## src/rtl/rgbhk_pkg.sv

```systemverilog
// Shared types and constants of the RGB histogram with chroma key.
package rgbhk_pkg;

    localparam int BIN_COUNT_DEF  = 256;
    localparam int COUNT_BITS_DEF = 18;
    localparam int CNT_OUT_W      = 18;
    localparam int CHAN_W         = 8;
    localparam int CFG_ADDR_W     = 3;
    localparam int FIFO_DEPTH     = 3;
    localparam int LVL_W          = 2;

    localparam logic REQ_PIXEL = 1'b0;
    localparam logic REQ_READ  = 1'b1;

    localparam logic [CFG_ADDR_W-1:0] CFG_RED_LOW    = 3'd0;
    localparam logic [CFG_ADDR_W-1:0] CFG_RED_HIGH   = 3'd1;
    localparam logic [CFG_ADDR_W-1:0] CFG_GREEN_LOW  = 3'd2;
    localparam logic [CFG_ADDR_W-1:0] CFG_GREEN_HIGH = 3'd3;
    localparam logic [CFG_ADDR_W-1:0] CFG_BLUE_LOW   = 3'd4;
    localparam logic [CFG_ADDR_W-1:0] CFG_BLUE_HIGH  = 3'd5;
    localparam logic [CFG_ADDR_W-1:0] CFG_FILL_LEVEL = 3'd6;

    localparam logic [CHAN_W-1:0] RST_RED_LOW    = 8'd0;
    localparam logic [CHAN_W-1:0] RST_RED_HIGH   = 8'd30;
    localparam logic [CHAN_W-1:0] RST_GREEN_LOW  = 8'd0;
    localparam logic [CHAN_W-1:0] RST_GREEN_HIGH = 8'd50;
    localparam logic [CHAN_W-1:0] RST_BLUE_LOW   = 8'd200;
    localparam logic [CHAN_W-1:0] RST_BLUE_HIGH  = 8'd255;
    localparam logic [CHAN_W-1:0] RST_FILL_LEVEL = 8'd255;

    // Operation on one histogram bank for one item.
    typedef struct packed {
        logic inc;
        logic rd;
        logic clr;
    } t_bank_op;

    typedef struct packed {
        logic [CHAN_W-1:0] red;
        logic [CHAN_W-1:0] green;
        logic [CHAN_W-1:0] blue;
        logic              keyed;
    } t_pix;

    typedef struct packed {
        t_pix                 pix;
        logic [CNT_OUT_W-1:0] count_red;
        logic [CNT_OUT_W-1:0] count_green;
        logic [CNT_OUT_W-1:0] count_blue;
    } t_result;

endpackage

```

## src/rtl/rgbhk_key.sv

```systemverilog
// Key range registers and the chroma key decision.
module rgbhk_key (
    input  logic                             i_clk,
    input  logic                             i_rst_n,
    input  logic                             i_cfg_wen,
    input  logic [rgbhk_pkg::CFG_ADDR_W-1:0] i_cfg_addr,
    input  logic [rgbhk_pkg::CHAN_W-1:0]     i_cfg_data,
    input  logic [rgbhk_pkg::CHAN_W-1:0]     i_red,
    input  logic [rgbhk_pkg::CHAN_W-1:0]     i_green,
    input  logic [rgbhk_pkg::CHAN_W-1:0]     i_blue,
    output rgbhk_pkg::t_pix                  o_pix
);

    logic [rgbhk_pkg::CHAN_W-1:0] r_red_low;
    logic [rgbhk_pkg::CHAN_W-1:0] r_red_high;
    logic [rgbhk_pkg::CHAN_W-1:0] r_green_low;
    logic [rgbhk_pkg::CHAN_W-1:0] r_green_high;
    logic [rgbhk_pkg::CHAN_W-1:0] r_blue_low;
    logic [rgbhk_pkg::CHAN_W-1:0] r_blue_high;
    logic [rgbhk_pkg::CHAN_W-1:0] r_fill_level;
    logic                         keyed;

    always_ff @(posedge i_clk) begin
        if (!i_rst_n) begin
            r_red_low    <= rgbhk_pkg::RST_RED_LOW;
            r_red_high   <= rgbhk_pkg::RST_RED_HIGH;
            r_green_low  <= rgbhk_pkg::RST_GREEN_LOW;
            r_green_high <= rgbhk_pkg::RST_GREEN_HIGH;
            r_blue_low   <= rgbhk_pkg::RST_BLUE_LOW;
            r_blue_high  <= rgbhk_pkg::RST_BLUE_HIGH;
            r_fill_level <= rgbhk_pkg::RST_FILL_LEVEL;
        end else if (i_cfg_wen) begin
            case (i_cfg_addr)
                rgbhk_pkg::CFG_RED_LOW:    r_red_low    <= i_cfg_data;
                rgbhk_pkg::CFG_RED_HIGH:   r_red_high   <= i_cfg_data;
                rgbhk_pkg::CFG_GREEN_LOW:  r_green_low  <= i_cfg_data;
                rgbhk_pkg::CFG_GREEN_HIGH: r_green_high <= i_cfg_data;
                rgbhk_pkg::CFG_BLUE_LOW:   r_blue_low   <= i_cfg_data;
                rgbhk_pkg::CFG_BLUE_HIGH:  r_blue_high  <= i_cfg_data;
                rgbhk_pkg::CFG_FILL_LEVEL: r_fill_level <= i_cfg_data;
                default: begin
                end
            endcase
        end
    end

    // An empty range (low above high) never matches.
    assign keyed = (i_red   >= r_red_low)   && (i_red   <= r_red_high)   &&
                   (i_green >= r_green_low) && (i_green <= r_green_high) &&
                   (i_blue  >= r_blue_low)  && (i_blue  <= r_blue_high);

    always_comb begin
        if (keyed) begin
            o_pix.red   = r_fill_level;
            o_pix.green = r_fill_level;
            o_pix.blue  = r_fill_level;
        end else begin
            o_pix.red   = i_red;
            o_pix.green = i_green;
            o_pix.blue  = i_blue;
        end
        o_pix.keyed = keyed;
    end

endmodule

```

## config.mk

```make
export PLATFORM = sky130hd
export DESIGN_NAME = rgbhk_key
export DESIGN_NICKNAME = d
export VERILOG_FILES = /design/src/rtl/rgbhk_pkg.sv /design/src/rtl/rgbhk_key.sv
export SDC_FILE = /design/constraint.sdc
export NUM_CORES = 1
export LEC_CHECK = 0
export BUFFER_PORTS_ARGS = -buffer_cell sky130_fd_sc_hd__buf_4
export CORE_MARGIN = 2
export CORE_UTILIZATION = 55
export DETAILED_ROUTE_END_ITERATION = 12
export HOLD_SLACK_MARGIN = 0.1
export PLACE_DENSITY = 0.9
export SYNTH_ARGS = -nofsm -noshare
export SYNTH_HDL_FRONTEND = slang
export SYNTH_SLANG_ARGS = --single-unit
```

## constraint.sdc

```tcl
create_clock -name i_clk -period 3.3 [get_ports i_clk]
set_input_delay 0.33 -clock i_clk [delete_from_list [all_inputs] [get_ports i_clk]]
set_output_delay 0.33 -clock i_clk [all_outputs]
set_load 0.02 [all_outputs]
```

==> summary.md <==
| Metric | Value |
|---|---|
| Row cnt | `29` |
| Crit path from | `r_red_high[7]` |
| Critical Path Sink Type | `output port` |
| Routed Antenna Nets | `0` |
| Number of global-route vias before repair | `3198` |
| ANT cells | `0` |
| Synth warn | `0` |
| Worst setup SP type | `flip-flop` |
| Syn Nets | `~500` |
| Power Total | `approximately 1600 µW` |
| Final HPWL DP | `~7.4 mm` |
| Syn Inst Count | `413` |
| Fin. Hold Viols | `0` |
| WP data required | `~3 ns` |
| Reg2Reg Launch Point | `r_fill_level[7]` |
| Hold Crit Class | `in2reg` |
| Largest net degree at the start of global routing | `57` |
| DRC | `0` |
| Top Ports | `63` |
| Worst-Skew Late Latency | `around 0.31 ns` |
| First-pass GRT wire length | `roughly 16 mm` |
| Leak | `roughly 0.0019 µW` |
| Hold_buf cts | `0` |
| TritonCTS buffer count | `5` |
| Worst EP arrival | `between 2 and 3 ns` |
| Post-Syn Area per Cell | `between 8 and 9 µm²` |
| Register area share after synthesis | `between 30% and 40%` |
| Final Util | `about two thirds` |
| Root buf cell | `clkbuf_8` |
| Post-synth top area cell | `dfxtp_1` |
| Power per cell area | `~380 nW/µm²` |
| Library cells used by synthesis | `37` |
| Initial Utilization | `56.82%` |
| Area growth syn-to-layout | `20.09%` |
| Fraction of registers with async set or reset after synthesis | `0%` |
| Relative slew slack | `just under 30%` |
| CTS max path bufs | `2` |
| Grt total ovfl | `0` |
| Crit path max fanout | `8` |
| Post-synth top cells | `nand2_1 (85), dfxtp_1 (56), ha_1 (48), inv_1 (48), a21boi_0 (23)` |
| Max_cap viols | `0` |
| HP Start | `i_cfg_data[3]` |
| Total track usage | `28.40%` |
| Chip height | `~85 µm` |
| DR iter-0 viols | `between 200 and 250` |
| Final Skew | `0 ns` |
| IO buf count | `62` |
| FF+latch count, synth | `56` |
| Slew Limit Fails | `0` |
| Most repeated cell in the gate-level netlist after synthesis | `nand2_1` |
| Number of synthesized flops with an enable pin | `0` |
| Area of the mapped netlist | `around 3600 µm²` |
| Drt pass-1 iters | `5` |
| Placer congestion estimate | `0.9805` |
| Maximum VDD drop | `~0.00038 V` |
| WL per Instance | `19.13 µm` |
| CTS H-tree lvls | `2` |
| DIE AREA | `~7200 µm²` |
| Synth top area share | `approximately 31%` |
| Clock sinks | `between 50 and 60` |
| Largest cells by area after synthesis | `dfxtp_1 (31%), ha_1 (17%), nand2_1 (8.9%), mux2_4 (8.0%), inv_1 (5.0%)` |
| Critical path class | `reg2out` |
| Fin crit period | `~3.2 ns` |
| Vias | `3245` |
| Ys flop type | `dfxtp_1` |
| Measured slew at the worst slew-check pin | `between 1 and 1.5 ns` |
| FMAX | `roughly 310 MHz` |
| Final WL | `approximately 11 mm` |
| Final worst slack | `0.1042 ns` |
| DP Worst Slack | `around 0.34 ns` |
| Final setup violation count | `0` |
| Core area | `between 6000 and 7000 µm²` |
| Die width | `approximately 85 µm` |
| TritonCTS clock tree | `built` |
| Initial antenna violation count | `0` |
| Final net count | `around 560` |
| Tcrit/Tclk final | `between 90% and 100%` |
| Vias per std cell | `between 5 and 6` |
| Worst-path clk slew | `around 0.10 ns` |
| Share of post-route cells with drive strength above 1 | `between 20 and 25%` |
| Status | `finished, final reports clean` |
[repair_timing]
item	in CTS	in global routing
gates resized for setup	0	6
setup buffers	0	1
setup endpoints to repair	0	16
[metal layers]
layer	wire (µm)	share of wire, %	vias up	global-route usage [%]
met5	0	0	-	0
met4	552	5.2	0	13.85
met3	704	6.7	50	3.736
met2	5068	48	146	48.10
met1	4194	40	1516	35.53
li1	-	-	1533	-
[cell type report]
cell class                 instances  area [µm²]
clock inverter                     3       90.09
clock buffer                       5       68.82
multi-input combinational        295        2227
tap                               77       96.34
timing repair buffer              66       524.3
inverter                          48       180.2
fill                             488        2006
sequential                        56        1121
[critical path: stages, from the launching register on]
cell and delay [ns]:
dfxtp_1 0.35, inv_1 0.05, ha_1 0.31, nand4_1 0.21
o21ai_1 0.30, o311ai_2 0.18, nor4_4 0.28, buf_4 0.18
buf_6 0.16, mux2_2 0.36, buf_4 0.16
[worst paths after layout]
path | slack, ns | to | cells after the start
worst max-delay path | 0.10 | o_pix[4] | 10
worst min-delay path | 0.34 | r_green_high[3] | 3
worst max register to register | 2.57 | r_fill_level[7] | 2
worst min register to register | 0.47 | r_green_high[6] | 2
[per-stage QoR]
| step | hold WS, ns | instances | area, µm² | setup TNS, ns |
|---|---|---|---|---|
| after CTS | 0.3319 | 548 | 4252 | 0 |
| after global routing | 0.3353 | 550 | 4308 | -0.03168 |
| after global placement | 0.4509 | 540 | 4093 | 0 |
| after floorplan | 0.4435 | 413 | 3587 | 0 |
| final | 0.3388 | 550 | 4308 | 0 |
| after detailed placement | 0.4589 | 540 | 4093 | 0 |
[cells by family (layout without fill, tap and decap cells)]
kind of cell / Yosys count / after routing / share of synthesized area [%]
and+or+nand+nor: 138 / 138 / 17.82
AOI/OAI and AO/OA: 77 / 77 / 15.42
buffers and inverters: 62 / 122 / 7.011
DFF: 56 / 56 / 31.25
adders and majority gates: 48 / 48 / 16.74
muxes: 32 / 32 / 11.75
[power by group]
| group | internal, µW | switching (µW) | leakage (µW) | total [µW] |
|---|---|---|---|---|
| logic | 142 | 173 | 0.00135 | 315 |
| clock network | 379 | 224 | 0.0000784 | 603 |
| registers | 694 | 13.7 | 0.000455 | 708 |
[cell usage in the layout (no fill, tap or decap), drive strengths merged]
master	n
a211o	1
a211oi	2
a21boi	23
a21o	1
a21oi	16
and3	1
buf	65
bufinv	3
clkbuf	6
dfxtp	56
ha	48
inv	48
mux2	24
mux2i	8
nand2	85
nand2b	5
nand3	12
nand4	7
nor2	7
nor2b	13
nor3	4
nor4	1
o2111ai	3
o211ai	20
o21a	2
o21ai	4
o22a	1
o311ai	1
o31ai	1
o32a	1
o32ai	1
or2	1
or3b	1
or4	1
[sequential cells by signal, indices dropped and copies added, names as in the netlist]
signal / cells
r_red_low: 8
r_blue_low: 8
r_fill_level: 8
r_red_high: 8
r_blue_high: 8
r_green_low: 8
r_green_high: 8
(Power assumes the default switching activity.)
