--- src/rtl/rgbhk_pkg.sv ---
// Shared types and constants of the RGB histogram with chroma key.
package rgbhk_pkg;

    localparam int BIN_COUNT_DEF  = 256;
    localparam int COUNT_BITS_DEF = 18;
    localparam int CNT_OUT_W      = 18;
    localparam int CHAN_W         = 8;
    localparam int CFG_ADDR_W     = 3;
    localparam int FIFO_DEPTH     = 3;
    localparam int LVL_W          = 2;

    localparam logic REQ_PIXEL = 1'b0;
    localparam logic REQ_READ  = 1'b1;

    localparam logic [CFG_ADDR_W-1:0] CFG_RED_LOW    = 3'd0;
    localparam logic [CFG_ADDR_W-1:0] CFG_RED_HIGH   = 3'd1;
    localparam logic [CFG_ADDR_W-1:0] CFG_GREEN_LOW  = 3'd2;
    localparam logic [CFG_ADDR_W-1:0] CFG_GREEN_HIGH = 3'd3;
    localparam logic [CFG_ADDR_W-1:0] CFG_BLUE_LOW   = 3'd4;
    localparam logic [CFG_ADDR_W-1:0] CFG_BLUE_HIGH  = 3'd5;
    localparam logic [CFG_ADDR_W-1:0] CFG_FILL_LEVEL = 3'd6;

    localparam logic [CHAN_W-1:0] RST_RED_LOW    = 8'd0;
    localparam logic [CHAN_W-1:0] RST_RED_HIGH   = 8'd30;
    localparam logic [CHAN_W-1:0] RST_GREEN_LOW  = 8'd0;
    localparam logic [CHAN_W-1:0] RST_GREEN_HIGH = 8'd50;
    localparam logic [CHAN_W-1:0] RST_BLUE_LOW   = 8'd200;
    localparam logic [CHAN_W-1:0] RST_BLUE_HIGH  = 8'd255;
    localparam logic [CHAN_W-1:0] RST_FILL_LEVEL = 8'd255;

    // Operation on one histogram bank for one item.
    typedef struct packed {
        logic inc;
        logic rd;
        logic clr;
    } t_bank_op;

    typedef struct packed {
        logic [CHAN_W-1:0] red;
        logic [CHAN_W-1:0] green;
        logic [CHAN_W-1:0] blue;
        logic              keyed;
    } t_pix;

    typedef struct packed {
        t_pix                 pix;
        logic [CNT_OUT_W-1:0] count_red;
        logic [CNT_OUT_W-1:0] count_green;
        logic [CNT_OUT_W-1:0] count_blue;
    } t_result;

endpackage

--- src/rtl/rgbhk_hist_bank.sv ---
// One histogram: bin memory with read-modify-write, forwarding and per-bin valid flags.
module rgbhk_hist_bank #(
    parameter int BIN_COUNT  = rgbhk_pkg::BIN_COUNT_DEF,
    parameter int COUNT_BITS = rgbhk_pkg::COUNT_BITS_DEF,
    localparam int AW        = (BIN_COUNT > 1) ? $clog2(BIN_COUNT) : 1
) (
    input  logic                            i_clk,
    input  logic                            i_rst_n,
    input  logic                            i_go,
    input  rgbhk_pkg::t_bank_op             i_op,
    input  logic [AW-1:0]                   i_addr,
    output logic [rgbhk_pkg::CNT_OUT_W-1:0] o_count
);

    logic [COUNT_BITS-1:0] r_mem [BIN_COUNT];
    logic [COUNT_BITS-1:0] r_rd_q;
    logic [BIN_COUNT-1:0]  r_valid;
    logic                  r_s1_go;
    rgbhk_pkg::t_bank_op   r_s1_op;
    logic [AW-1:0]         r_s1_addr;
    logic                  r_fwd_en;
    logic [AW-1:0]         r_fwd_addr;
    logic [COUNT_BITS-1:0] r_fwd_data;

    logic [COUNT_BITS-1:0] cur;
    logic [COUNT_BITS-1:0] wr_data;
    logic                  wr_en;
    logic [COUNT_BITS-1:0] rd_count;

    // Memory: registered read at accept, write back from stage one.
    always_ff @(posedge i_clk) begin
        if (i_go) begin
            r_rd_q <= r_mem[i_addr];
        end
        if (wr_en) begin
            r_mem[r_s1_addr] <= wr_data;
        end
    end

    always_ff @(posedge i_clk) begin
        if (!i_rst_n) begin
            r_s1_go  <= 1'b0;
            r_fwd_en <= 1'b0;
            r_valid  <= '0;
        end else begin
            r_s1_go  <= i_go;
            r_fwd_en <= wr_en;
            if (wr_en) begin
                r_valid[r_s1_addr] <= 1'b1;
            end
        end
    end

    always_ff @(posedge i_clk) begin
        r_s1_op    <= i_op;
        r_s1_addr  <= i_addr;
        r_fwd_addr <= r_s1_addr;
        r_fwd_data <= wr_data;
    end

    // Take the bin just written when the read raced that write.
    always_comb begin
        if (r_fwd_en && (r_fwd_addr == r_s1_addr)) begin
            cur = r_fwd_data;
        end else if (r_valid[r_s1_addr]) begin
            cur = r_rd_q;
        end else begin
            cur = '0;
        end
    end

    assign wr_en = r_s1_go & (r_s1_op.inc | (r_s1_op.rd & r_s1_op.clr));

    always_comb begin
        if (r_s1_op.inc) begin
            wr_data = (cur == {COUNT_BITS{1'b1}}) ? cur : cur + COUNT_BITS'(1);
        end else begin
            wr_data = '0;
        end
    end

    assign rd_count = r_s1_op.rd ? cur : '0;

    generate
        if (COUNT_BITS >= rgbhk_pkg::CNT_OUT_W) begin : g_trunc
            assign o_count = rd_count[rgbhk_pkg::CNT_OUT_W-1:0];
        end else begin : g_ext
            assign o_count = {{(rgbhk_pkg::CNT_OUT_W - COUNT_BITS){1'b0}}, rd_count};
        end
    endgenerate

endmodule

--- config.mk ---
export PLATFORM = sky130hd
export DESIGN_NAME = rgbhk_hist_bank
export DESIGN_NICKNAME = d
export VERILOG_FILES = /design/src/rtl/rgbhk_pkg.sv /design/src/rtl/rgbhk_hist_bank.sv
export SDC_FILE = /design/constraint.sdc
export NUM_CORES = 2
export LEC_CHECK = 0
export BUFFER_PORTS_ARGS = -buffer_cell sky130_fd_sc_hd__buf_2
export CELL_PAD_IN_SITES_DETAIL_PLACEMENT = 2
export CELL_PAD_IN_SITES_GLOBAL_PLACEMENT = 2
export CORE_ASPECT_RATIO = 0.75
export CORE_MARGIN = 1
export CORE_UTILIZATION = 25
export DETAILED_ROUTE_END_ITERATION = 10
export PLACE_DENSITY_LB_ADDON = 0.1
export SYNTH_ARGS = -nofsm -noshare
export SYNTH_HDL_FRONTEND = slang
export SYNTH_MEMORY_MAX_BITS = 65536
export SYNTH_SLANG_ARGS = --single-unit
--- constraint.sdc ---
create_clock -name i_clk -period 23.2 [get_ports i_clk]
set_clock_uncertainty 0.05 [all_clocks]
set_input_delay 2.32 -clock i_clk [delete_from_list [all_inputs] [get_ports i_clk]]
set_output_delay 2.32 -clock i_clk [all_outputs]
set_load 0.03 [all_outputs]
==> results.md <==
- PortBufs: 31
- Post-cts sizing count: 0
- Via density: 4.78
- Switching Fraction: 0.226
- Synth Cell Area: 0.188 mm^2
- Htree depth: 6
- Slew Limit Fails: 0
- Worst R2R Start: r_s1_addr[1]$_DFF_P_
- Root Driver: clkbuf_16
- Chip height: 752 um
- Post-synth EDFFs: about 4600
- Vias: 90100
- CP Data Arrival Time: 10.76 ns
- Flop2flop setup slack: 13.09 ns
- Psw: 4.38 mW
- Total power: roughly 19 mW
- Initial Utilization: 0.251
- Kind of start point of the critical path: flip-flop
- Critical path fanouts, max: 67
- WP depth: 23
- Vias in the first global route: 97200
- CP max-delay cell: a21oi_4
- Die ar.: 0.754 mm^2
- CTS tree: yes
- Worst EP required: 23.85 ns
- Most used DFF post-synth: edfxtp_1
- Slew headroom: 0.0539
- Asr flop ratio synth: 0
- Core Region: 0.748 mm^2
- Setup slack of the critical path after layout: ~13 ns
- Post-Place Setup Slack: 13.16 ns
- DRT Pass-1 Iters: 5
- Synth top area share: 0.741
- Worst r2r dst: r_mem[244][11]$_DFFE_PP_
- Top cell by count, worst path: buf_4
- Final Util: 0.294
- Post-synthesis sequential area ratio: 0.772
- CP max stage delay: 1.02 ns
- Synth top area cells: edfxtp_1 (74%), mux4_2 (19%), dfxtp_1 (3.1%), o21a_1 (1.0%), clkbuf_1 (0.61%)
- List of most frequent post-synthesis cells: edfxtp_1 (4626), mux4_2 (1558), clkbuf_1 (306)
- Post-Syn Instances: 7866
- First-pass GRT wire length: 924000 um
- Number of DRC markers in iteration 0: 9688
- Max-cap violations: 0
- Final hold slack: 0.411 ns
- Avg WL per Cell: 36.8 um
- Hpwl dp: 382000 um
- Nets@finish: 8469
- Critical Path Sink Type: flip-flop
- Cts bufs inserted: 579
- Non-Filler Instances: 18900
- GR Overflow Total: 0
- Kind of cell adding the most delay to the critical path: buffers and inverters
- Post-Route Setup TNS: 0 ns
- Placed cells: 17800
- Site row count: 275
- Post-Route WL: 693000 um
- Sink Count: about 5000
- Clock Tree Buf Depth: 5
- Final ANT Viol Nets: 0
- Worst Path Class, Setup: flip-flop to flip-flop
- Largest area contributor in the netlist: edfxtp_1
- Clk network pwr share: 0.443
- Worst reg2reg path depth: 23
- Crit-path cells: buf_4 -> buf_4 -> mux4_2 -> mux4_2 -> o22ai_1 -> nor3_1 -> nor2_1 -> nand3_1 -> a22oi_2 -> buf_4 -> nor2b_1 -> a21oi_1 -> inv_1 -> ha_1 -> nand3_1 -> nor4_1 -> a21oi_1 -> o31ai_4 -> a31oi_1 -> nand4_1 -> a21oi_4 -> buf_4 -> buf_4
- Fill count: about 74000
- Static leakage: about 67 nW
- Largest net degree at the start of global routing: 178
- Ports: 32
- Outcome: finished, final reports clean
- Comb pwr share: 0.052
- Tightest Pin Transition: around 1.4 ns
- Pwr/cell area: 88.0 mW/mm^2
- Post-route DRC: 0
- Initial antenna violation count: 94
- CTS clk-pin slew, worst paths: 0.06 ns
- Min Tclk post-route: 10.11 ns
- Clock Latency Late Sink: 1.06 ns
- RSZ-0062 raised after global routing: false
- Period utilization: 0.436
- Post-CTS Hold Buffers: 0
- Routability cong.: 0.732
- Fraction of layout cells with a size suffix above 1: 0.342
- Most frequent cell after synthesis: edfxtp_1
- Final Cell Area: ~0.22 mm^2
- Maximum clock rate: slightly below 100 MHz
- DIE WIDTH: 1000 um
- Final hold vios: 0
- Final setup vio count: 0
- Synthesized net count: roughly 7900
- Flop pwr share: 0.505
- Int Pwr: 15.0 mW
- HP Class: flip-flop to flip-flop
- YS warnings: 0
- Placed Instance Area: 0.203 mm^2
- VDD IR-drop max: 0.0515 mV
- Mean Syn Cell Area: 23.8 um^2
- Layout area overhead: 17.3%
- Gr usage total: 0.182
- Count of buffer and inverter cells on the critical path: 6
- Post-synth cell types: 61
- Worst setup startpoint: r_s1_addr[1]$_DFF_P_
- #FFs+latches synth: 4921
- Postcts setup bufs: 0
- Crit path capture: r_mem[244][11]$_DFFE_PP_
[placed cells by master, fill, tap and decap left out, drive strengths merged, types with 2 or more instances in the layout]
cell / count
a31o: 3
mux2: 3
a2bb2oi: 5
dfxtp: 295
nor4: 4
buf: 451
a21oi: 30
o21ai: 13
nor3: 10
diode: 36
edfxtp: 4626
nand2: 49
o22ai: 3
nor2: 275
clkinv: 205
a21o: 5
mux2i: 84
xnor2: 9
and2: 12
and3: 3
or3: 3
a21boi: 3
inv: 24
o21a: 259
clkbuf: 731
o31ai: 3
nor2b: 32
a31oi: 6
nand2b: 6
nand4: 9
a22oi: 39
nand3: 39
clkinvlp: 5
mux4: 1558
nor3b: 2
bufinv: 22
xor2: 2
a22o: 2
[power groups by stage]
stage	clock network [mW]	registers [mW]	logic, mW
after floorplan	0	10.0	0.550
after global placement	0	9.96	1.02
after detailed placement	0	9.96	1.04
after CTS	8.84	9.77	1.04
after global routing	9.13	9.77	1.07
final	8.56	9.77	1.01
[kinds of logic (layout without fill, tap and decap cells)]
kind of cell	after synthesis	count (layout)	share of synthesized area
and+or+nand+nor	448	448	0.0105
muxes	1645	1645	0.192
buffers and inverters	459	1438	0.00990
other	0	36	0
DFF	4921	4921	0.772
adders and majority gates	1	1	0.0000667
xor gates and xnor gates	11	11	0.000514
AOI/OAI and AO/OA	381	381	0.0149
[layout make-up]
| cell class | instances | area [um^2] | share of cell area |
|---|---|---|---|
| flip-flops and latches | 4921 | 145000 | 0.659 |
| multi-input cells | 2486 | 41900 | 0.191 |
| clock buffers | 731 | 15300 | 0.0696 |
| well taps | 9972 | 12500 | 0.0567 |
| repair buffers | 451 | 3520 | 0.0160 |
| clock inverters | 241 | 1670 | 0.00759 |
| diodes | 36 | 90.1 | 0.000410 |
| inverters | 15 | 56.3 | 0.000256 |
[per-layer routing]
metal | vias up | wire, um | track usage
met5 | - | 20 | 0
met1 | 52000 | 336000 | 0.272
met4 | 4 | 12600 | 0.0377
li1 | 35000 | - | -
met2 | 2281 | 315000 | 0.283
met3 | 749 | 30100 | 0.0258
[how the worst min path moves through the flow]
stage | startpoint | end | slack (ns) | cells past startpoint
after floorplan | r_s1_addr[1]$_DFF_P_ | r_fwd_addr[1]$_DFF_P_ | 0.28 | 0
after global placement | r_valid[28]$_SDFFE_PN0P_ | r_valid[28]$_SDFFE_PN0P_ | 0.39 | 1
after detailed placement | r_valid[221]$_SDFFE_PN0P_ | r_valid[221]$_SDFFE_PN0P_ | 0.40 | 1
after CTS | r_valid[221]$_SDFFE_PN0P_ | r_valid[221]$_SDFFE_PN0P_ | 0.42 | 1
after global routing | r_valid[160]$_SDFFE_PN0P_ | r_valid[160]$_SDFFE_PN0P_ | 0.43 | 1
final | r_valid[250]$_SDFFE_PN0P_ | r_valid[250]$_SDFFE_PN0P_ | 0.41 | 1
[sequential cells by signal, indices dropped and copies added (netlist names)]
| name | flops |
|---|---|
| r_fwd_en | 1 |
| r_rd_q | 18 |
| r_s1_op | 3 |
| r_s1_go | 1 |
| r_fwd_data | 18 |
| r_fwd_addr | 8 |
| r_valid | 256 |
| r_s1_addr | 8 |
| r_mem | 4608 |
[worst register-to-register path: cells and delay by family, from the launching register on]
family	cells	cell delay, ns
AOI/OAI and AO/OA	7	2.74
adders and majority gates	1	0.24
buffers and inverters	6	3.47
DFF	1	0.80
muxes	2	1.12
and+or+nand+nor	7	1.26
No activity file was read; power rests on OpenSTA's default activity.
