--- src/rtl/rgbhk_pkg.sv ---
// Shared types and constants of the RGB histogram with chroma key.
package rgbhk_pkg;

    localparam int BIN_COUNT_DEF  = 256;
    localparam int COUNT_BITS_DEF = 18;
    localparam int CNT_OUT_W      = 18;
    localparam int CHAN_W         = 8;
    localparam int CFG_ADDR_W     = 3;
    localparam int FIFO_DEPTH     = 3;
    localparam int LVL_W          = 2;

    localparam logic REQ_PIXEL = 1'b0;
    localparam logic REQ_READ  = 1'b1;

    localparam logic [CFG_ADDR_W-1:0] CFG_RED_LOW    = 3'd0;
    localparam logic [CFG_ADDR_W-1:0] CFG_RED_HIGH   = 3'd1;
    localparam logic [CFG_ADDR_W-1:0] CFG_GREEN_LOW  = 3'd2;
    localparam logic [CFG_ADDR_W-1:0] CFG_GREEN_HIGH = 3'd3;
    localparam logic [CFG_ADDR_W-1:0] CFG_BLUE_LOW   = 3'd4;
    localparam logic [CFG_ADDR_W-1:0] CFG_BLUE_HIGH  = 3'd5;
    localparam logic [CFG_ADDR_W-1:0] CFG_FILL_LEVEL = 3'd6;

    localparam logic [CHAN_W-1:0] RST_RED_LOW    = 8'd0;
    localparam logic [CHAN_W-1:0] RST_RED_HIGH   = 8'd30;
    localparam logic [CHAN_W-1:0] RST_GREEN_LOW  = 8'd0;
    localparam logic [CHAN_W-1:0] RST_GREEN_HIGH = 8'd50;
    localparam logic [CHAN_W-1:0] RST_BLUE_LOW   = 8'd200;
    localparam logic [CHAN_W-1:0] RST_BLUE_HIGH  = 8'd255;
    localparam logic [CHAN_W-1:0] RST_FILL_LEVEL = 8'd255;

    // Operation on one histogram bank for one item.
    typedef struct packed {
        logic inc;
        logic rd;
        logic clr;
    } t_bank_op;

    typedef struct packed {
        logic [CHAN_W-1:0] red;
        logic [CHAN_W-1:0] green;
        logic [CHAN_W-1:0] blue;
        logic              keyed;
    } t_pix;

    typedef struct packed {
        t_pix                 pix;
        logic [CNT_OUT_W-1:0] count_red;
        logic [CNT_OUT_W-1:0] count_green;
        logic [CNT_OUT_W-1:0] count_blue;
    } t_result;

endpackage

--- src/rtl/rgbhk_out_fifo.sv ---
// Small result queue that decouples the pipeline from the output handshake.
module rgbhk_out_fifo (
    input  logic                        i_clk,
    input  logic                        i_rst_n,
    input  logic                        i_push,
    input  rgbhk_pkg::t_result          i_data,
    input  logic                        i_ready,
    output logic                        o_valid,
    output rgbhk_pkg::t_result          o_data,
    output logic [rgbhk_pkg::LVL_W-1:0] o_level
);

    localparam logic [rgbhk_pkg::LVL_W-1:0] LAST = rgbhk_pkg::LVL_W'(rgbhk_pkg::FIFO_DEPTH - 1);

    rgbhk_pkg::t_result           r_mem [rgbhk_pkg::FIFO_DEPTH];
    logic [rgbhk_pkg::LVL_W-1:0]  r_wp;
    logic [rgbhk_pkg::LVL_W-1:0]  r_rp;
    logic [rgbhk_pkg::LVL_W-1:0]  r_level;
    logic                         pop;

    assign o_valid = (r_level != '0);
    assign o_data  = r_mem[r_rp];
    assign o_level = r_level;
    assign pop     = o_valid & i_ready;

    always_ff @(posedge i_clk) begin
        if (i_push) begin
            r_mem[r_wp] <= i_data;
        end
    end

    always_ff @(posedge i_clk) begin
        if (!i_rst_n) begin
            r_wp    <= '0;
            r_rp    <= '0;
            r_level <= '0;
        end else begin
            if (i_push) begin
                r_wp <= (r_wp == LAST) ? '0 : r_wp + 1'b1;
            end
            if (pop) begin
                r_rp <= (r_rp == LAST) ? '0 : r_rp + 1'b1;
            end
            case ({i_push, pop})
                2'b10:   r_level <= r_level + 1'b1;
                2'b01:   r_level <= r_level - 1'b1;
                default: r_level <= r_level;
            endcase
        end
    end

endmodule

--- config.mk ---
export PLATFORM = sky130hd
export DESIGN_NAME = rgbhk_out_fifo
export DESIGN_NICKNAME = d
export VERILOG_FILES = /design/src/rtl/rgbhk_pkg.sv /design/src/rtl/rgbhk_out_fifo.sv
export SDC_FILE = /design/constraint.sdc
export NUM_CORES = 1
export LEC_CHECK = 0
export ABC_AREA = 1
export BUFFER_PORTS_ARGS = -buffer_cell sky130_fd_sc_hd__buf_4
export CAP_MARGIN = 20
export CORE_AREA = 2 2 207 107
export DETAILED_ROUTE_END_ITERATION = 8
export DIE_AREA = 0 0 209 109
export PLACE_DENSITY_LB_ADDON = 0.2
export RECOVER_POWER = 25
export SYNTH_ARGS = -nofsm -noshare
export SYNTH_HDL_FRONTEND = slang
export SYNTH_SLANG_ARGS = --single-unit
--- constraint.sdc ---
create_clock -name i_clk -period 8.4 [get_ports i_clk]
set_input_delay 2.52 -clock i_clk [delete_from_list [all_inputs] [get_ports i_clk]]
set_output_delay 2.52 -clock i_clk [all_outputs]
set_load 0.005 [all_outputs]
==> metrics.txt, run 1 <==
# TYPE chip_impl_metric gauge
chip_impl_metric{name="fmaxAchievable",unit="MHz"} 190.5
chip_impl_metric{name="nNetsFinal",unit=""} 881
chip_impl_metric{name="die-area",unit="um^2"} 22780
chip_impl_metric{name="max-cap-violations",unit=""} 0
chip_impl_metric{name="avgSynthCellArea",unit="um^2"} 14.23
chip_impl_info{name="largest_family_of_logic_cells_by_synthesized_area",value="compound AO/OA/AOI/OAI gates"} 1
chip_impl_metric{name="cp.arrival",unit="ps"} 2730
chip_impl_metric{name="synth_seq_area_share",unit="%"} 80.17
chip_impl_metric{name="synth_mux_area_share",unit="%"} 0
chip_impl_info{name="top_flip_flop_cell_by_instance_count_after_synthesis",value="edfxtp_1"} 1
chip_impl_metric{name="pwr_density_cell",unit="nW/um^2"} 258.2
chip_impl_metric{name="postSynth.asyncResetShare",unit="%"} 0
chip_impl_info{name="post-synth-top-count-cell",value="edfxtp_1"} 1
chip_impl_metric{name="drt_iter0_markers",unit=""} 374
chip_impl_metric{name="overflow",unit=""} 0
chip_impl_metric{name="power.ir.vdd_worst",unit="V"} 0.0001551
chip_impl_metric{name="cts_made_buffers",unit=""} 22
chip_impl_metric{name="pin_count",unit=""} 165
chip_impl_metric{name="post-route-period-util",unit="%"} 62.49
chip_impl_metric{name="detail_route.wirelength",unit="mm"} 20.25
chip_impl_info{name="ctsRootBufferMaster",value="clkbuf_16"} 1
chip_impl_metric{name="globalplace.congestion",unit=""} 0.7159
chip_impl_info{name="synth.cells.most_frequent",value="edfxtp_1, a21oi_1, nor2_1, nand2_1, buf_2"} 1
chip_impl_metric{name="core_region_area",unit="um^2"} 21160
chip_impl_metric{name="least_margin_pin_slew",unit="ps"} 1048
chip_impl_metric{name="drt-vias-per-instance",unit=""} 5.127
chip_impl_metric{name="clock-sinks",unit=""} 245
chip_impl_metric{name="post_dp_cell_area",unit="um^2"} 10510
chip_impl_metric{name="period_minus_slack",unit="ps"} 5249
chip_impl_metric{name="syn_inst",unit=""} 638
chip_impl_metric{name="final_antenna_net_count",unit=""} 0
chip_impl_metric{name="floorplan.initialDensity",unit="%"} 42.90
chip_impl_metric{name="slew-limit-headroom",unit="%"} 30.10
chip_impl_metric{name="antenna_cells",unit=""} 0
chip_impl_metric{name="cts.reportedPaths.clkPinSlew",unit="ps"} 60
chip_impl_metric{name="final-max-slew-violation-count",unit=""} 0
chip_impl_metric{name="drt_drc_violations_left",unit=""} 0
chip_impl_metric{name="hold_violations",unit=""} 0
chip_impl_info{name="worstSetupPathType",value="register to output pin"} 1
chip_impl_metric{name="htreeDepth",unit=""} 1
chip_impl_metric{name="post_cts_setup_driven_buffer_insertion_count",unit=""} 0
chip_impl_metric{name="initial_antenna_violation_count",unit=""} 0
chip_impl_metric{name="route.vias.total",unit=""} 5599
chip_impl_metric{name="synthesis.nets",unit=""} 722
chip_impl_metric{name="largest_net_degree_at_the_start_of_global_routing",unit=""} 81
chip_impl_metric{name="dp.final_hpwl",unit="mm"} 11.27
chip_impl_metric{name="detail_route.wl_per_cell",unit="um"} 18.54
chip_impl_metric{name="path_max_fanout",unit=""} 80
chip_impl_metric{name="critical_path_required",unit="ps"} 5880
chip_impl_metric{name="ys_warn_count",unit=""} 0
chip_impl_metric{name="yosys.area_share.adder",unit="%"} 0.1378
chip_impl_info{name="synth_area_leaders",value="edfxtp_1, a21oi_1, nor2_1"} 1
chip_impl_metric{name="area_share_of_the_largest_cell_type_after_synthesis",unit="%"} 78.40
chip_impl_metric{name="drtPass1Iterations",unit=""} 5
chip_impl_metric{name="post_route_cells_drive_above_1_share",unit="%"} 19.09
chip_impl_info{name="rsz0062_at_grt",value="false"} 1
chip_impl_info{name="timing.critical_path.from_type",value="register"} 1
chip_impl_metric{name="synth_enable_flop_cells",unit=""} 237
chip_impl_metric{name="ys_seq_elements",unit=""} 245
chip_impl_metric{name="groute.usage.overall",unit="%"} 17.32
chip_impl_metric{name="synth_simple_gate_area_share",unit="%"} 7.512
chip_impl_metric{name="clock_latency_at_the_later_pin_of_the_worst_skew_pair",unit="ps"} 500
chip_impl_info{name="outcome",value="completed"} 1
chip_impl_metric{name="post_cts_resized",unit=""} 0
chip_impl_metric{name="synth_compound_area_share",unit="%"} 9.042
chip_impl_metric{name="stdcell_area",unit="um^2"} 11020
chip_impl_metric{name="setup_slack_of_the_most_critical_reg_to_reg_path",unit="ps"} 6320
chip_impl_metric{name="die_y",unit="um"} 109
chip_impl_info{name="yosysTopAreaCell",value="edfxtp_1"} 1
chip_impl_metric{name="netlist-cell-type-count",unit=""} 16
chip_impl_metric{name="count_of_endpoints_failing_setup_in_the_final_report",unit=""} 0
chip_impl_metric{name="fin_worst_skew",unit="ps"} 9.273
chip_impl_metric{name="mappedNetlistArea",unit="um^2"} 9077
chip_impl_metric{name="whs",unit="ps"} 483.1
chip_impl_info{name="worst_setup_path_end_kind",value="output pin"} 1
chip_impl_metric{name="numPortBuffers",unit=""} 164
chip_impl_metric{name="via_count_of_the_first_global_routing_pass",unit=""} 5458
chip_impl_info{name="cts_tree",value="done"} 1
chip_impl_metric{name="synthXorXnorAreaFrac",unit="%"} 0
chip_impl_info{name="holdCritPathClass",value="register to register"} 1
chip_impl_metric{name="cts-hold-fix-buffers",unit=""} 0
chip_impl_metric{name="grt_pass1_wl",unit="mm"} 30.10
chip_impl_metric{name="tns",unit="ps"} 0
chip_impl_metric{name="cellLeakagePower",unit="nW"} 4.002
chip_impl_metric{name="placementRows",unit=""} 38
chip_impl_metric{name="clock_tree.buffer_depth",unit=""} 3
chip_impl_metric{name="synthToLayoutAreaGrowth",unit="%"} 21.38
chip_impl_metric{name="die-width",unit="um"} 209
area by class of cell:
cell class | count | area, um^2
Tap cell | 280 | 350.3
Clock buffer | 26 | 586.8
Timing Repair Buffer | 169 | 1097
Multi-Input combinational cell | 345 | 1526
Fill cell | 1768 | 10140
Inverter | 14 | 62.56
Clock inverter | 13 | 110.1
Sequential cell | 245 | 7284
per-layer routing:
metal	track usage (%)	part of all wire, %	wire length (um)
met4	3.571	1.7	345
met1	23.96	45	9016
met2	28.38	46	9362
met3	4.119	7.5	1526
met5	0	0	0
worst max-delay path: stages, from the launching register on:
cell	delay [ps]
dfxtp_4	1040
inv_4	600
nor2_1	290
a21oi_1	90
buf_4	150
path summary, 6_finish.rpt:
check | startpoint | endpoint | cells past startpoint
setup reg to reg | r_wp[1] | r_mem[0][28] | 4
hold / removal | r_wp[1] | r_wp[1] | 2
hold reg to reg | r_wp[1] | r_wp[1] | 2
setup / recovery | register | o_data[8] | 4
stage by stage:
step	utilization, %	total power, mW	std cells	setup slack (ps)
detailed placement	49.65	1.915	1052	3532
global route	52.08	2.963	1092	2957
floorplan	-	1.667	638	2295
finish	52.08	2.845	1092	3151
global placement	49.52	1.901	1051	3556
CTS	52.95	2.890	1091	3089
state kept, by name (all words and copies together) (netlist names), named ones only:
register and cells:
r_mem 237, o_level 2, r_rp 2, r_wp 2
placed cells by master (no fill, tap or decap), drive strengths merged:
cell type  Yosys  layout
nand3          2       2
a21oi        161     161
nand4          1       1
nor2          89      89
ha             1       1
nor3           1       1
clkinv         0      13
clkbuf         0      80
nand2         87      87
edfxtp       237     237
inv           14      12
buf           34     115
bufinv         0       2
dfxtp          8       8
o21ai          3       3
power by group:
part           total (mW)  leakage [nW]  internal (mW)  switching, mW
Sequential           1.46          2.26           1.40         0.0545
Clock               0.972         0.349          0.559          0.413
Combinational       0.416          1.39          0.194          0.222
Total                2.84          4.00           2.16          0.689
cells by family (layout without fill, tap and decap cells):
| logic type | count (synthesis) | count (layout) |
|---|---|---|
| DFF | 245 | 245 |
| and+or+nand+nor | 180 | 180 |
| AOI/OAI and AO/OA | 164 | 164 |
| buffers and inverters | 48 | 222 |
| adders and majority gates | 1 | 1 |
Power figures use the tool's default switching activity.
==> run 2, diff against run 1 <==
==> constraint.sdc (replaced) <==
create_clock -name i_clk -period 5.03 [get_ports i_clk]
set_input_delay 1.509 -clock i_clk [delete_from_list [all_inputs] [get_ports i_clk]]
set_output_delay 1.509 -clock i_clk [all_outputs]
set_load 0.005 [all_outputs]
==> run 2 against run 1 <==
Compared with the run above: non-clock buffer count rose by 3; via count rose by 0.14%; count of clock-buffer cells in the layout rose by 2; sequential power rose by 63%; cell count rose by 0.27%; hold slack improved by 27 ps; routed wire length rose by 2.3%; critical path type unchanged; largest cell class unchanged.
==> metrics.txt, run 2 (synthesized netlist as in run 1, its figures left out) <==
# TYPE chip_impl_metric gauge
chip_impl_info{name="outcome",value="completed"} 1
chip_impl_info{name="cts_tree",value="done"} 1
chip_impl_metric{name="overflow",unit=""} 0
chip_impl_metric{name="drt_iter0_markers",unit=""} 479
chip_impl_metric{name="cts-hold-fix-buffers",unit=""} 0
chip_impl_metric{name="placementRows",unit=""} 38
chip_impl_metric{name="post_route_cells_drive_above_1_share",unit="%"} 19.31
chip_impl_metric{name="numPortBuffers",unit=""} 164
chip_impl_metric{name="hold_violations",unit=""} 0
chip_impl_metric{name="least_margin_pin_slew",unit="ps"} 949.9
chip_impl_metric{name="pwr_density_cell",unit="nW/um^2"} 431.0
chip_impl_metric{name="die_y",unit="um"} 109
chip_impl_metric{name="fin_worst_skew",unit="ps"} 11.85
chip_impl_metric{name="max-cap-violations",unit=""} 0
chip_impl_metric{name="stdcell_area",unit="um^2"} 11030
chip_impl_metric{name="place_worst_setup_slack",unit="ps"} 1673
chip_impl_metric{name="clock_latency_at_the_later_pin_of_the_worst_skew_pair",unit="ps"} 510
chip_impl_metric{name="post_cts_resized",unit=""} 0
chip_impl_info{name="cpMaxStageDelayCell",value="dfxtp_4"} 1
chip_impl_metric{name="clock_tree.buffer_depth",unit=""} 3
chip_impl_metric{name="pin_count",unit=""} 165
chip_impl_metric{name="route.vias.total",unit=""} 5607
chip_impl_info{name="regMostFlops",value="r_mem"} 1
chip_impl_metric{name="dp.final_hpwl",unit="mm"} 12.13
chip_impl_metric{name="detail_route.wl_per_cell",unit="um"} 18.91
chip_impl_metric{name="clock-sinks",unit=""} 245
chip_impl_metric{name="core_region_area",unit="um^2"} 21160
chip_impl_metric{name="path_max_fanout",unit=""} 43
chip_impl_metric{name="tns",unit="ps"} 0
chip_impl_metric{name="period_minus_slack",unit="ps"} 3876
chip_impl_metric{name="drt_drc_violations_left",unit=""} 0
chip_impl_info{name="mostFrequentLayoutCell",value="edfxtp_1"} 1
chip_impl_metric{name="cts.reportedPaths.clkPinSlew",unit="ps"} 70
chip_impl_metric{name="groute.usage.overall",unit="%"} 17.80
chip_impl_metric{name="post_cts_setup_driven_buffer_insertion_count",unit=""} 0
chip_impl_metric{name="fmaxAchievable",unit="MHz"} 258.0
chip_impl_metric{name="drt-vias-per-instance",unit=""} 5.121
chip_impl_metric{name="largest_net_degree_at_the_start_of_global_routing",unit=""} 80
chip_impl_metric{name="critPathMaxStageDelay",unit="ps"} 690
chip_impl_info{name="critical-path-top-delay-family",value="flip-flops"} 1
chip_impl_info{name="rsz0062_at_grt",value="false"} 1
chip_impl_metric{name="cellLeakagePower",unit="nW"} 4.010
chip_impl_info{name="crit_chain",value="buf_4 > a21oi_1 > a21oi_1 > buf_4"} 1
chip_impl_metric{name="number_of_flip_flops_in_the_largest_register",unit=""} 237
chip_impl_info{name="most_frequent_cells_in_the_layout",value="edfxtp_1, a21oi_1, buf_4"} 1
chip_impl_metric{name="grt_pass1_wl",unit="mm"} 30.91
chip_impl_metric{name="final_antenna_net_count",unit=""} 0
chip_impl_metric{name="initial_antenna_violation_count",unit=""} 3
chip_impl_info{name="holdCritPathClass",value="register to register"} 1
chip_impl_metric{name="whs",unit="ps"} 509.9
chip_impl_metric{name="via_count_of_the_first_global_routing_pass",unit=""} 5564
chip_impl_metric{name="htreeDepth",unit=""} 1
chip_impl_metric{name="floorplan.initialDensity",unit="%"} 42.90
chip_impl_metric{name="detail_route.wirelength",unit="mm"} 20.71
chip_impl_metric{name="cp.arrival",unit="ps"} 2370
chip_impl_metric{name="power.ir.vdd_worst",unit="V"} 0.0002435
chip_impl_metric{name="slew-limit-headroom",unit="%"} 36.67
chip_impl_metric{name="post_dp_cell_area",unit="um^2"} 10530
chip_impl_metric{name="die-area",unit="um^2"} 22780
chip_impl_metric{name="critical_path_required",unit="ps"} 3520
chip_impl_metric{name="final-max-slew-violation-count",unit=""} 0
chip_impl_metric{name="nNetsFinal",unit=""} 884
chip_impl_metric{name="fill_cells",unit=""} 1799
chip_impl_metric{name="drtPass1Iterations",unit=""} 5
chip_impl_metric{name="post-route-period-util",unit="%"} 77.05
chip_impl_info{name="ctsRootBufferMaster",value="clkbuf_16"} 1
chip_impl_info{name="worst_setup_path_end_kind",value="output pin"} 1
chip_impl_metric{name="die-width",unit="um"} 209
chip_impl_metric{name="smallest_setup_slack_after_layout",unit="ps"} 1154
chip_impl_metric{name="cts_made_buffers",unit=""} 22
chip_impl_metric{name="crit_buf_inv",unit=""} 2
chip_impl_metric{name="globalplace.congestion",unit=""} 0.7771
chip_impl_info{name="worstSetupPathType",value="register to output pin"} 1
chip_impl_info{name="timing.critical_path.from_type",value="register"} 1
chip_impl_metric{name="p_total",unit="mW"} 4.754
chip_impl_metric{name="count_of_endpoints_failing_setup_in_the_final_report",unit=""} 0
chip_impl_metric{name="synthToLayoutAreaGrowth",unit="%"} 21.50
-- run 2: cell type report --
cell class                      instances  area [um^2]  share of cell area, %
Sequential cell                       245         7284                  66.05
Clock inverter                          9        90.09                 0.8168
Multi-Input combinational cell        345         1526                  13.84
Timing Repair Buffer                  172         1116                  10.12
Clock buffer                           28        594.3                  5.389
Tap cell                              280        350.3                  3.176
Antenna cell                            2        5.005                0.04538
Inverter                               14        62.56                 0.5672
-- run 2: path summary, 6_finish.rpt --
path	startpoint	endpoint	slack, ps	cells after the start
worst max-delay path	register	o_data[47]	1150	4
worst min register to register	r_rp[0]	register	510	2
worst min-delay path	r_rp[0]	register	510	2
worst max register to register	r_wp[1]	r_mem[1][68]	2930	4
-- run 2: worst register-to-register path, cell delays in order, from the launching register on --
cell and delay (ps):
dfxtp_1 350, inv_1 100, nand3_1 130, clkinv_2 700, buf_4 540
-- run 2: per-stage QoR --
step	utilization, %	cells
6_report	52.13	1095
3_5_place_dp	49.76	1056
3_3_place_gp	49.76	1056
2_1_floorplan	-	638
4_1_cts	52.99	1093
5_1_grt	52.11	1093
-- run 2: layer usage --
layer | GRT usage [%] | wire, um | part of all wire [%] | up-vias
met5 | 0 | 0 | 0 | -
met4 | 3.316 | 320 | 1.5 | 0
met1 | 25.33 | 9619 | 46 | 2765
met2 | 28.69 | 9321 | 45 | 180
met3 | 3.975 | 1443 | 7.0 | 33
li1 | - | - | - | 2629
-- run 2: power breakdown --
group	switching, mW	leakage [nW]	internal, mW
Clock	0.692	0.336	0.933
Sequential	0.0431	2.26	2.34
Combinational	0.419	1.42	0.326
==> run 3, diff against run 2 <==
==> constraint.sdc (replaced) <==
create_clock -name i_clk -period 3.3 [get_ports i_clk]
set_input_delay 0.99 -clock i_clk [delete_from_list [all_inputs] [get_ports i_clk]]
set_output_delay 0.99 -clock i_clk [all_outputs]
set_load 0.005 [all_outputs]
==> run 3 against run 2 <==
Compared with the run above: sequential share of layout area down 0.28 points; via count up 0.37%; clock power up 42%; cell count up 0.46%; count of clock-buffer cells in the layout up 3; worst setup slack worse by 960 ps; global-route usage about the same; design area up 0.43%; largest cell class unchanged; critical path depth up 1; hold slack worse by 39 ps.
==> metrics.txt, run 3 (synthesized netlist as in run 1, its figures left out) <==
# TYPE chip_impl_metric gauge
chip_impl_info{name="outcome",value="completed"} 1
chip_impl_metric{name="largest_net_degree_at_the_start_of_global_routing",unit=""} 80
chip_impl_metric{name="cts_made_buffers",unit=""} 22
chip_impl_metric{name="groute.usage.overall",unit="%"} 17.81
chip_impl_metric{name="whs",unit="ps"} 471.0
chip_impl_info{name="most_frequent_cells_in_the_layout",value="edfxtp_1, a21oi_1, buf_4"} 1
chip_impl_metric{name="overflow",unit=""} 0
chip_impl_metric{name="critPathMaxStageDelay",unit="ps"} 450
chip_impl_metric{name="power.ir.vdd_worst",unit="V"} 0.0002572
chip_impl_info{name="regMostFlops",value="r_mem"} 1
chip_impl_info{name="cts_tree",value="done"} 1
chip_impl_metric{name="globalplace.congestion",unit=""} 0.7388
chip_impl_metric{name="detail_route.wl_per_cell",unit="um"} 18.73
chip_impl_metric{name="final-max-slew-violation-count",unit=""} 0
chip_impl_metric{name="crit_buf_inv",unit=""} 3
chip_impl_metric{name="drt_drc_violations_left",unit=""} 0
chip_impl_metric{name="initial_antenna_violation_count",unit=""} 0
chip_impl_metric{name="fmaxAchievable",unit="MHz"} 322.2
chip_impl_metric{name="clock_latency_at_the_later_pin_of_the_worst_skew_pair",unit="ps"} 500
chip_impl_metric{name="critical_path_required",unit="ps"} 2310
chip_impl_metric{name="clock-sinks",unit=""} 245
chip_impl_metric{name="drt-vias-per-instance",unit=""} 5.116
chip_impl_metric{name="tns",unit="ps"} 0
chip_impl_info{name="timing.critical_path.from_type",value="register"} 1
chip_impl_metric{name="slew-limit-headroom",unit="%"} 62.03
chip_impl_metric{name="placementRows",unit=""} 38
chip_impl_metric{name="floorplan.initialDensity",unit="%"} 42.90
chip_impl_metric{name="hold_violations",unit=""} 0
chip_impl_metric{name="route.vias.total",unit=""} 5628
chip_impl_metric{name="pwr_density_cell",unit="nW/um^2"} 641.4
chip_impl_metric{name="cp.arrival",unit="ps"} 2110
chip_impl_metric{name="die-area",unit="um^2"} 22780
chip_impl_info{name="worstSetupPathType",value="register to output pin"} 1
chip_impl_metric{name="cellLeakagePower",unit="nW"} 4.025
chip_impl_metric{name="fin_worst_skew",unit="ps"} 7.920
chip_impl_metric{name="die_y",unit="um"} 109
chip_impl_metric{name="drtPass1Iterations",unit=""} 5
chip_impl_metric{name="detail_route.wirelength",unit="mm"} 20.61
chip_impl_metric{name="dp.final_hpwl",unit="mm"} 12.16
chip_impl_metric{name="post-route-period-util",unit="%"} 94.04
chip_impl_metric{name="drt_iter0_markers",unit=""} 424
chip_impl_info{name="worst_setup_path_end_kind",value="output pin"} 1
chip_impl_metric{name="least_margin_pin_slew",unit="ps"} 568.9
chip_impl_metric{name="core_region_area",unit="um^2"} 21160
chip_impl_metric{name="post_route_cells_drive_above_1_share",unit="%"} 19.39
chip_impl_info{name="rsz0062_at_grt",value="false"} 1
chip_impl_metric{name="path_max_fanout",unit=""} 38
chip_impl_metric{name="final_antenna_net_count",unit=""} 0
chip_impl_metric{name="antenna_cells",unit=""} 0
chip_impl_metric{name="max-cap-violations",unit=""} 0
chip_impl_metric{name="numPortBuffers",unit=""} 164
chip_impl_metric{name="pin_count",unit=""} 165
chip_impl_metric{name="via_count_of_the_first_global_routing_pass",unit=""} 5455
chip_impl_metric{name="synthToLayoutAreaGrowth",unit="%"} 22.03
chip_impl_metric{name="htreeDepth",unit=""} 1
chip_impl_info{name="mostFrequentLayoutCell",value="edfxtp_1"} 1
chip_impl_metric{name="cts-hold-fix-buffers",unit=""} 0
chip_impl_metric{name="cts.reportedPaths.clkPinSlew",unit="ps"} 70
chip_impl_metric{name="clock_tree.buffer_depth",unit=""} 3
chip_impl_info{name="crit_chain",value="inv_6 > buf_12 > nor2_1 > a21oi_1 > buf_4"} 1
chip_impl_metric{name="fill_cells",unit=""} 1800
chip_impl_metric{name="number_of_flip_flops_in_the_largest_register",unit=""} 237
chip_impl_metric{name="period_minus_slack",unit="ps"} 3103
chip_impl_metric{name="grt_pass1_wl",unit="mm"} 30.95
chip_impl_metric{name="nNetsFinal",unit=""} 888
chip_impl_info{name="ctsRootBufferMaster",value="clkbuf_16"} 1
chip_impl_metric{name="count_of_endpoints_failing_setup_in_the_final_report",unit=""} 0
chip_impl_info{name="cpMaxStageDelayCell",value="dfxtp_4"} 1
chip_impl_info{name="holdCritPathClass",value="register to register"} 1
chip_impl_metric{name="die-width",unit="um"} 209
chip_impl_info{name="critical-path-top-delay-family",value="buffers and inverters"} 1
## run 3: changes by cell type in the layout (fill, tap and decap cells not counted)
cell       previous run  this run
clkbuf_1             55        60
buf_12                1         5
buf_4               121       119
bufinv_16             2         0
diode_2               2         0
buf_16                0         1
clkbuf_16            23        22
clkinv_2              5         6
clkinv_8              0         1
inv_4                 1         0
inv_8                 0         1
## run 3: final timing paths
path | cells past startpoint | to | slack (ps) | start
hold reg to reg | 2 | r_wp[1] | 470 | r_wp[1]
setup / recovery | 5 | o_data[22] | 200 | register
setup reg to reg | 4 | r_mem[0][53] | 1560 | r_wp[0]
hold / removal | 2 | r_wp[1] | 470 | r_wp[1]
## run 3: layout make-up
cell class	count	area (um^2)	share of cell area, %
Clock buffer	31	584.3	5.275
Multi-Input combinational cell	345	1526	13.78
Tap cell	280	350.3	3.163
Sequential cell	245	7284	65.76
Timing Repair Buffer	176	1212	10.95
Inverter	14	67.56	0.6100
Clock inverter	9	51.30	0.4631
## run 3: where the power goes
part           total (mW)  leakage [nW]  switching [mW]  internal [mW]
Sequential           3.64          2.26          0.0725           3.57
Clock                2.30         0.311            1.06           1.24
Combinational        1.17          1.46           0.644          0.522
Total                7.11          4.02            1.77           5.33
## run 3: worst register-to-register path, stage by stage, from the launching register on
cell and delay [ps]:
dfxtp_1 420, inv_1 60, nand3_1 120, clkinv_2 460, buf_12 390
## run 3: through the flow
step / setup slack, ps / power [mW] / util [%] / cell area (um^2) / cells
floorplan: -72.07 / 4.243 / - / 9089 / 638
global placement: 552.3 / 4.880 / 50.10 / 10600 / 1059
detailed placement: 548.8 / 4.898 / 50.10 / 10600 / 1059
CTS: 14.14 / 7.199 / 53.10 / 11240 / 1099
global route: 82.71 / 7.429 / 52.35 / 11080 / 1100
finish: 196.8 / 7.105 / 52.35 / 11080 / 1100
## run 3: layer usage
layer	share of wire, %	GRT usage (%)
met3	6.6	3.456
met4	1.3	3.367
met1	47	26.90
met2	45	27.17
met5	0	0
## run 3: timing repair
| action | in CTS | in global routing |
|---|---|---|
| setup endpoints to repair | 0 | 22 |
| resized for setup | 0 | 2 |
| setup buffers | 0 | 1 |
